## src/design/fcr_dly.sv

```systemverilog
`default_nettype none

module fcr_dly #(
	parameter int WIDTH = 8,
	parameter int DEPTH = 4
) (
	input  logic             clk,
	input  logic             arst_n,
	input  logic             en,
	input  logic [WIDTH-1:0] din,
	output logic [WIDTH-1:0] dout
);

	logic [WIDTH-1:0] sh_r [DEPTH];

	always_ff @(posedge clk or negedge arst_n) begin
		if (!arst_n) begin
			for (int i = 0; i < DEPTH; i++) begin
				sh_r[i] <= '0;
			end
		end else if (en) begin
			sh_r[0] <= din;
			for (int i = 1; i < DEPTH; i++) begin
				sh_r[i] <= sh_r[i-1];
			end
		end
	end

	assign dout = sh_r[DEPTH-1];

endmodule

`default_nettype wire

```

## config.mk

```make
export PLATFORM = sky130hd
export DESIGN_NAME = fcr_dly
export DESIGN_NICKNAME = d
export VERILOG_FILES = /design/src/design/fcr_dly.sv
export SDC_FILE = /design/constraint.sdc
export NUM_CORES = 1
export LEC_CHECK = 0
export BUFFER_PORTS_ARGS = -buffer_cell sky130_fd_sc_hd__buf_2
export CAP_MARGIN = 10
export CORE_MARGIN = 4
export CORE_UTILIZATION = 58
export CTS_BUF_LIST = sky130_fd_sc_hd__clkbuf_4 sky130_fd_sc_hd__clkbuf_8
export DETAILED_ROUTE_END_ITERATION = 8
export PLACE_DENSITY = 0.8
export SKIP_CTS_REPAIR_TIMING = 1
export SLEW_MARGIN = 20
export SYNTH_ARGS = -nofsm -noshare
export SYNTH_HDL_FRONTEND = slang
export SYNTH_SLANG_ARGS = --single-unit
export TNS_END_PERCENT = 1
```

## constraint.sdc

```tcl
create_clock -name clk -period 1.2 [get_ports clk]
set_clock_uncertainty 0.1 [all_clocks]
set_input_delay 0.24 -clock clk [delete_from_list [all_inputs] [get_ports clk]]
set_output_delay 0.24 -clock clk [all_outputs]
set_load 0.02 [all_outputs]
```

# After elaboration in Yosys (flattened, before gate mapping)
# Index checks and enable logic that the tools add are counted.
# totals
elab_cells	4
output_inout_bits	8
in_bits	11
register_bits	32

# Logic depth before layout (Yosys ltp)
# depth
depth_word	0
depth_mapped	3
depth_no_buf	1

# Worst setup path after synthesis
# Ideal clock, no wire load.
# synth_timing
path_type	input port to flip-flop
from	input port en
to	register sh_r, in the netlist dout[0]
arrival_ns	0.782
n_path_buf	2
setup_ns	0.125
path_stages	3
slack_ns	0.193
t_required_ns	0.975
cell_sequence	buf_6 buf_12 mux2_4
# synth_lines
item	line_no	source
start, declared	9	input logic en,
end signal, assigned by index	24	sh_r[i] <= sh_r[i-1];
end, declared	14	logic [WIDTH-1:0] sh_r [DEPTH];
# No word-level cell between the ends.

# Worst setup path in the final report
# layout_timing
from	register sh_r, in the netlist dout[7]
to	output port dout[7]
# layout_lines
item	line_no	source
end, declared	11	output logic [WIDTH-1:0] dout
# No word-level cell between the ends.

==> summary.txt <==
Die
  • Die Width: about 57 um
  • Die Height: 57.22 um
  • Row cnt: 17
  • Core Box Area: ~2300 um^2
  • Initial Util: ~62%
  • IO Pins: 19
  • Die area: around 3300 um^2

Logic synthesis
  • Top cell type by total area after synthesis: dfrtp_1
  • Top cells by area, synth: dfrtp_1 57%, mux2_4 32%, buf_12 4.3%
  • Post-synth top cells: 32 x dfrtp_1, 30 x mux2_4, 8 x buf_4
  • Syn Nets: 87
  • Mapped cell area: 1405 um^2
  • Yosys cell types: 6
  • Count leader, synth: dfrtp_1
  • Mapped Cells: 76
  • Post-synth EDFFs: 0
  • Synth Warn #: 0
  • Top_reg_cell synth: dfrtp_1
  • Average size of a mapped cell: 18.49 um^2
  • Ys async rst share: between 90% and 100%
  • Top cell type's share of synthesized area: 56.99%
  • FF+latch count, synth: 32
  • Sequential cell area fraction in the yosys report: a little under three fifths

Global routing
  • Total track usage: between 10% and 20%
  • Vias in the first global route: about 670
  • Largest net degree at the start of global routing: 19
  • Grt ovf: 0
  • Global-route wire length before repair: 3.256 mm
  • Initial antenna violation count: 0

Critical path
  • Buffer and inverter count on the worst path: 1
  • CP max stage cell: dfrtp_1
  • RR Startpoint: dout[7]
  • Crit path kind: reg2out
  • Critical Path AT: a little under 900 ps
  • CP required: around 860 ps
  • Worst path top cell family by delay: flip-flops
  • Cell-by-cell trace of the critical path: buf_6
  • Critical path origin: dout[7]
  • CP peak stage delay: ~410 ps
  • Critical Path Start Type: register
  • Worst Setup End Kind: output port
  • Maximum fanout along the worst path: 2

Drt
  • Antenna Nets Post-Route: 0
  • Pre-antenna DRT Iters: 3
  • Residual DRC: 0
  • WL final: 1.854 mm
  • DR vias/cell: approximately 4.9
  • DR vias: approximately 630
  • Drt wl/cell: roughly 14 um
  • 1st-iter DRT viols: 14

Timing
  • Final Hold Viols: 0
  • Min Hold Slack: a little under 50 ps
  • Slew Viols, Final: 0
  • Min Tclk post-route: between 1000 and 1500 ps
  • Setup ws final: -6.021 ps
  • Fmax: between 800 and 900 MHz
  • Slew headroom: between 70% and 80%
  • Worst slew pin tran: roughly 350 ps
  • Final period utilization: 100.5%
  • RSZ-0062 raised after global routing: true
  • Final setup viols: 2

Clock network
  • Clock Latency Late Sink: between 300 and 400 ps
  • Htree depth: 2
  • Sinks on Clock Net: 32
  • Root Driver: clkbuf_4
  • Worst-path clk slew: around 90 ps
  • CTS buffer count: 5
  • CTS tree: done
  • CTS Buffer Depth: 2

Finish
  • # diodes: 0
  • Nets: 110
  • Post-route insts no fill: ~130
  • Area grow syn2layout: 14.25%
  • Fin util: a little under three quarters
  • Share of layout cells above drive strength 1: roughly two thirds

Place
  • Final HPWL DP: 1.280 mm
  • RD Place Congestion: 0.6537
  • # port buffers: 18
  • Setup WS pre-CTS: just under 80 ps
  • DP Cell Count: around 110

Worst hold path
  • HP Class: in2reg
  • Min-delay src: din[5]

Outcome
  • Status: complete, but fails checks
  • Failing checks: setup timing

Power and ir drop
  • Power Density: ~1700 nW/um^2
  • LEAKAGE: roughly 0.81 nW
  • VDD IR-drop max: slightly below 1 mV

Run
  • Max-cap viol count: 0
[cells by family (layout without fill, tap and decap cells)]
kind of cell	Yosys count	in the layout	share of synthesized area [%]
flops	32	32	56.99
buf+inv	12	36	9.350
mux	32	32	33.66
[area by class of cell]
type / instances / area, um^2
flip-flops and latches: 32 / 800.8
fillers: 163 / 649.4
multi-input cells: 32 / 473.0
repair buffers: 28 / 230.2
clock buffers: 8 / 66.31
well taps: 28 / 35.03
[per-layer routing]
layer / track usage, % / share of wire [%] / vias up
met2: 19.25 / 46 / 15
met4: 6.954 / 1.4 / 0
li1: - / - / 297
met5: 0 / 0 / -
met3: 4.525 / 5.3 / 5
met1: 17.73 / 48 / 312
[flip-flops by register name, indices dropped and copies added (netlist names)]
name / cells
sh_r: 24
dout: 8
[through the flow]
| stage | cell area, um^2 | TNS (ps) | power [mW] |
|---|---|---|---|
| 2_1_floorplan | 1405 | 0 | 1.872 |
| 3_3_place_gp | 1466 | 0 | 1.911 |
| 3_5_place_dp | 1466 | 0 | 1.940 |
| 4_1_cts | 1533 | -183.9 | 2.598 |
| 5_1_grt | 1605 | -257.3 | 2.806 |
| 6_report | 1605 | -8.593 | 2.673 |
[power by group]
group / leakage, nW / switching (mW) / internal (mW)
Combinational: 0.395 / 0.227 / 0.418
Clock: 0.0394 / 0.321 / 0.334
Sequential: 0.376 / 0.109 / 1.26
[placed cells by master, fill, tap and decap left out]
cell and n:
clkbuf_4 7, dlygate4sd3_1 1, dfrtp_1 32, clkbuf_8 1, mux2_2 2, buf_6 4, buf_4 6, mux2_4 30
buf_12 3, buf_2 14
[path summary, 6_finish.rpt]
check / to / slack, ps / cells past startpoint
setup / recovery: dout[7] / -6 / 1
hold / removal: sh_r[29] / 50 / 2
setup reg to reg: dout[7] / 190 / 2
hold reg to reg: sh_r[8] / 410 / 1
max in group asynchronous: dout[1] / 330 / 3
min in group asynchronous: sh_r[15] / 260 / 2
Power figures use the tool's default switching activity.
