--- src/design/fcr_sqrt.sv ---
`default_nettype none

module fcr_sqrt #(
	parameter int W = 32
) (
	input  logic           clk,
	input  logic           en,
	input  logic [2*W-1:0] rad,
	output logic [W-1:0]   root
);

	localparam int RW = 2 * W + 1;

	logic [RW-1:0] v_r [W];
	logic [RW-1:0] r_r [W];

	for (genvar i = 0; i < W; i++) begin : g_step
		localparam int BP = 2 * (W - 1 - i);
		logic [RW-1:0] vin;
		logic [RW-1:0] rin;
		logic [RW-1:0] bitv;
		logic [RW-1:0] t;
		logic          ge;

		if (i == 0) begin : g_first
			assign vin = RW'(rad);
			assign rin = '0;
		end else begin : g_next
			assign vin = v_r[i-1];
			assign rin = r_r[i-1];
		end

		assign bitv = RW'(1) << BP;
		assign t    = rin + bitv;
		assign ge   = vin >= t;

		always_ff @(posedge clk) begin
			if (en) begin
				v_r[i] <= ge ? (vin - t) : vin;
				r_r[i] <= ge ? ((rin >> 1) + bitv) : (rin >> 1);
			end
		end
	end

	assign root = r_r[W-1][W-1:0];

endmodule

`default_nettype wire

--- config.mk ---
export PLATFORM = sky130hd
export DESIGN_NAME = fcr_sqrt
export DESIGN_NICKNAME = d
export VERILOG_FILES = /design/src/design/fcr_sqrt.sv
export SDC_FILE = /design/constraint.sdc
export NUM_CORES = 2
export LEC_CHECK = 0
export BUFFER_PORTS_ARGS = -buffer_cell sky130_fd_sc_hd__buf_2
export CORE_MARGIN = 2
export CORE_UTILIZATION = 25
export CTS_CLUSTER_DIAMETER = 40
export DETAILED_ROUTE_END_ITERATION = 16
export PLACE_DENSITY_LB_ADDON = 0.2
export SYNTH_ARGS = -nofsm -noshare
export SYNTH_HDL_FRONTEND = slang
export SYNTH_MEMORY_MAX_BITS = 65536
export SYNTH_SLANG_ARGS = --single-unit
--- constraint.sdc ---
create_clock -name clk -period 9.1 [get_ports clk]
set_input_delay 1.82 -clock clk [delete_from_list [all_inputs] [get_ports clk]]
set_output_delay 1.82 -clock clk [all_outputs]
set_load 0.05 [all_outputs]
Yosys cells after proc, flatten, opt, wreduce, memory -nomap -nowiden
Memories as Yosys holds them, arrays and structs flattened.
Cells that the tools add are included.
- $add $sub $neg: 94
- multiplexer cells: 66
- magnitude comparators: 32
- operators by type and width (operator ; number):
    65-bit 2-to-1 mux ; 63
    65-bit greater-or-equal comparator ; 31
    65-bit subtractor ; 31
    64-bit by 1-bit adder with 65-bit output (second input constant) ; 1
    64-bit by 11-bit adder with 65-bit output (second input constant) ; 1
    64-bit by 13-bit adder with 65-bit output (second input constant) ; 1
    64-bit by 15-bit adder with 65-bit output (second input constant) ; 1
    64-bit by 17-bit adder with 65-bit output (second input constant) ; 1
    64-bit by 19-bit adder with 65-bit output (second input constant) ; 1
    64-bit by 21-bit adder with 65-bit output (second input constant) ; 1
    64-bit by 23-bit adder with 65-bit output (second input constant) ; 1
    64-bit by 25-bit adder with 65-bit output (second input constant) ; 1
    64-bit by 27-bit adder with 65-bit output (second input constant) ; 1
    64-bit by 29-bit adder with 65-bit output (second input constant) ; 1
    64-bit by 3-bit adder with 65-bit output (second input constant) ; 1
    64-bit by 31-bit adder with 65-bit output (second input constant) ; 1
    64-bit by 33-bit adder with 65-bit output (second input constant) ; 1
    64-bit by 35-bit adder with 65-bit output (second input constant) ; 1
    64-bit by 37-bit adder with 65-bit output (second input constant) ; 1
    64-bit by 39-bit adder with 65-bit output (second input constant) ; 1
    64-bit by 41-bit adder with 65-bit output (second input constant) ; 1
    64-bit by 43-bit adder with 65-bit output (second input constant) ; 1
    64-bit by 45-bit adder with 65-bit output (second input constant) ; 1
    64-bit by 47-bit adder with 65-bit output (second input constant) ; 1
    other kinds (45) ; 46
- output and inout port bits: 32
- input port bits: 66
- register bits after elaboration: 0
- memory bits (writable): 4160
- word-level logic and storage cells: 194
- memories kept: 2
- memories (memory ; depth ; width ; rd ports ; clocked after Yosys merged registers in ; wr ports ; line ; text):
    r_r ; 32 ; 65 ; 32 ; 0 ; 32 ; 15 ; logic [RW-1:0] r_r [W];
    v_r ; 32 ; 65 ; 31 ; 0 ; 32 ; 14 ; logic [RW-1:0] v_r [W];

Logic depth before layout (Yosys ltp)
An unclocked memory read counts as a cell.
- depth after elaboration: 4
- mapped depth: 14

Least setup slack after synthesis
Ideal clock, no wire load.
- path type: register to register
- from: mem v_r[24][42] (netlist name)
- to: mem v_r[25][49] (netlist name) (data pin)
- period minus slack after synthesis: 4114 ps
- buffers on the path: 2
- slack: 4986 ps
- stages on the path, launching flop included: 13
- arrival time: 3843 ps
- cells stage by stage: edfxtp_1 > or4_4 > or3_1 > buf_2 > or4_4 > or4_1 > or4_1 > a41oi_4 > inv_2 > nand3b_4 > buf_6 > nor4_1 > xor2_1
- RTL lines (what ; line):
    start: declaration ; 14

==> metrics.md <==
| Metric | Value |
|---|---|
| Layout area overhead | 18.7% |
| Vias | 78400 |
| All-layer global routing usage | 13.8% |
| TNS Setup | 0 ps |
| Syn Nets | between 10000 and 15000 |
| Crit path launch type | flip-flop |
| Vias in the first global route | 80000 |
| Hold-fix buffers at CTS | 0 |
| Seq cells post-synth | 2543 |
| Slowest CP cell | o41ai_2 |
| Clock latency at the later pin of the worst-skew pair | 970 ps |
| Initial core utilization | around a quarter |
| Crit path kind | reg -> reg |
| Distinct cells, synth | 80 |
| Slowest Stage Delay on Critical Path | 880 ps |
| CP Max Fanout | 11 |
| Fin nets | 10800 |
| Async SR Flop Fraction | 0% |
| Instance area at placement | 131000 sq um |
| CTS clk-pin slew, worst paths | 50 ps |
| Status | complete, no violations |
| Lkg Pwr | 53.3 nW |
| Core area | around 490000 sq um |
| CTS buffer count | ~410 |
| DRC Markers | 0 |
| RSZ-0062 raised after global routing | false |
| Root buffer cell | clkbuf_16 |
| Avg WL per Cell | slightly above 20 um |
| Mapped cell area | 122000 sq um |
| Gr ovfl total | 0 |
| Worst-case clock buffer depth | 4 |
| CP Capture Type | flip-flop |
| Ys Warns | 0 |
| Routability Congestion | 0.881 |
| Buf/Inv on CP | 0 |
| Die H | 703 um |
| Crit path cell chain | ha_1 > o211ai_1 > a211oi_1 > o311ai_0 > a211oi_1 > o21ai_0 > o41ai_2 > nand4b_1 > o41ai_1 > o21ai_0 |
| Die Span X | 703 um |
| Crit path DAT | 6030 ps |
| Vias per inst | 4.62 |
| Post-synth top area share | 62.5% |
| FMAX | 186 MHz |
| Ports | 98 |
| Initial antenna violation count | 7 |
| Routed Antenna Nets | 0 |
| Family with the most delay on the worst path | compound AO/OA/AOI/OAI gates |
| Pwr dens | approximately 270 nW/um^2 |
| First-pass GRT wire length | 520000 um |
| MaxCap Viol Count | 0 |
| Pin count of the biggest net entering global routing | 179 |
| Maximum VDD drop | about 0.00016 V |
| Layout cell share with drive strength beyond 1 | just under 10% |
| Required time worst endpoint | 9760 ps |
| Post-CTS setup buffers | 0 |
| CTS Sinks | 2543 |
| Drt pass-1 iters | 7 |
| TritonCTS clock tree | built |
| Number of synthesized flops with an enable pin | 2543 |
| Initial DRC count | around 6000 |
| Num rows | about 260 |
| Area contributors post-synth | edfxtp_1 (63%), ha_1 (5.7%), xnor2_1 (3.5%), xor2_1 (3.0%), a21oi_1 (2.5%) |
| # resized after CTS | 0 |
| Slew Viols, Final | 0 |
| Worst Hold Class | reg -> reg |
| Final WS setup | 3720 ps |
| Worst-Margin Slew | 1270 ps |
| Final-report hold violation count | 0 |
| IO buf count | 97 |
| Flop2flop setup slack | roughly 3700 ps |
| Drt total wl | 351000 um |
| Count of final setup violators | 0 |
| Post-synth top flop | edfxtp_1 |
| Final worst-path cycle share | 59.1% |
| Die area | 494000 sq um |
| Final HPWL DP | around 270000 um |
| Crit path time final | roughly 5400 ps |
| Synth area leader | edfxtp_1 |
| Post-Layout Inst Area | 145000 sq um |
| Final Skew | 65.8 ps |
| Syn Area/Cell | about 13 sq um |
| Dpl ws | 3550 ps |
| Syn Inst Count | 9764 |
| Relative slew slack | 15.6% |
| H-tree depth | 5 |
| Seq/Total Area, Yosys | 62.5% |
cells in the final DEF (no fill, tap or decap), drive strengths merged, types with 159 or more instances in the layout:
cell,count
xnor2,483
nor3,264
nor2,662
nand3,178
xor2,422
buf,167
edfxtp,2543
ha,558
nand2,603
nand4,162
o21ai,446
clkinv,159
inv,783
a21oi,615
a21o,230
nor4,354
clkbuf,450
synthesized netlist by cell type, drive strengths merged (26+ instances only):
cell type and count:
o31ai 46, a211oi 40, ha 558, or2 36, nor4 354, and3 60
or3 104, o211ai 35, a21oi 615, inv 702, edfxtp 2543, nor2 662
nand3 178, a21o 230, nor4b 53, and2 35, nand4 162, o21bai 52
xnor2 483, o21a 95, xor2 422, nand3b 26, nor2b 74, a31oi 56
nor3b 28, o21ai 446, clkbuf 192, mux2 87, nand2b 115, nand2 603
or4 85, nor3 264
power by group:
group	leakage (nW)	switching [mW]	internal, mW
clock	6.89	6.07	9.91
sequential	24.5	1.36	14.9
combinational	22.0	4.52	2.87
total	53.3	12.0	27.6
state kept, by name, indices dropped and copies added (netlist names):
name / count
r_r: 528
v_r: 2015
final cells by class:
type,instances,area (sq um)
diodes,5,12.5
clock inverters,327,3740
fillers,48900,341000
inverters,705,2650
clock buffers,448,10600
well taps,6450,8070
flip-flops and latches,2543,76400
repair buffers,169,1200
multi-input cells,6299,42400
path summary, 6_finish.rpt:
check                   startpoint                    end  cells past startpoint
max reg2reg  v_r[25][13]$_DFFE_PP_  v_r[26][48]$_DFFE_PP_                     10
max          v_r[25][13]$_DFFE_PP_  v_r[26][48]$_DFFE_PP_                     10
min reg2reg   v_r[12][1]$_DFFE_PP_   v_r[13][1]$_DFFE_PP_                      0
min           v_r[12][1]$_DFFE_PP_   v_r[13][1]$_DFFE_PP_                      0
per-layer routing:
layer	vias to the layer above	global-route usage [%]	share of wire [%]	routed length (um)
li1	37500	-	-	-
met1	38600	16.1	41	142000
met2	1701	25.9	52	184000
met3	587	1.98	3.9	13600
met4	0	4.66	3.3	11600
met5	-	0	0	0
metrics by stage:
stage | utilization, % | std cells | power [mW] | hold slack [ps]
floorplan | - | 9764 | 20.9 | 417
global placement | 26.9 | 16200 | 23.8 | 431
detailed placement | 26.9 | 16200 | 23.8 | 430
CTS | 29.8 | 16900 | 40.0 | 408
global route | 29.8 | 16900 | 41.5 | 432
finish | 29.8 | 16900 | 39.6 | 414
logic make-up (layout without fill, tap and decap cells):
kind of cell / after synthesis / in the layout / synth area share, %
other cells: 0 / 5 / 0
buf+inv: 922 / 1649 / 2.84
xor+xnor: 905 / 905 / 6.49
mux: 96 / 96 / 0.876
simple gates: 2916 / 2916 / 12.3
compound gates: 1824 / 1824 / 9.21
flops: 2543 / 2543 / 62.5
fa+ha+maj: 558 / 558 / 5.72
Power figures use the tool's default switching activity.
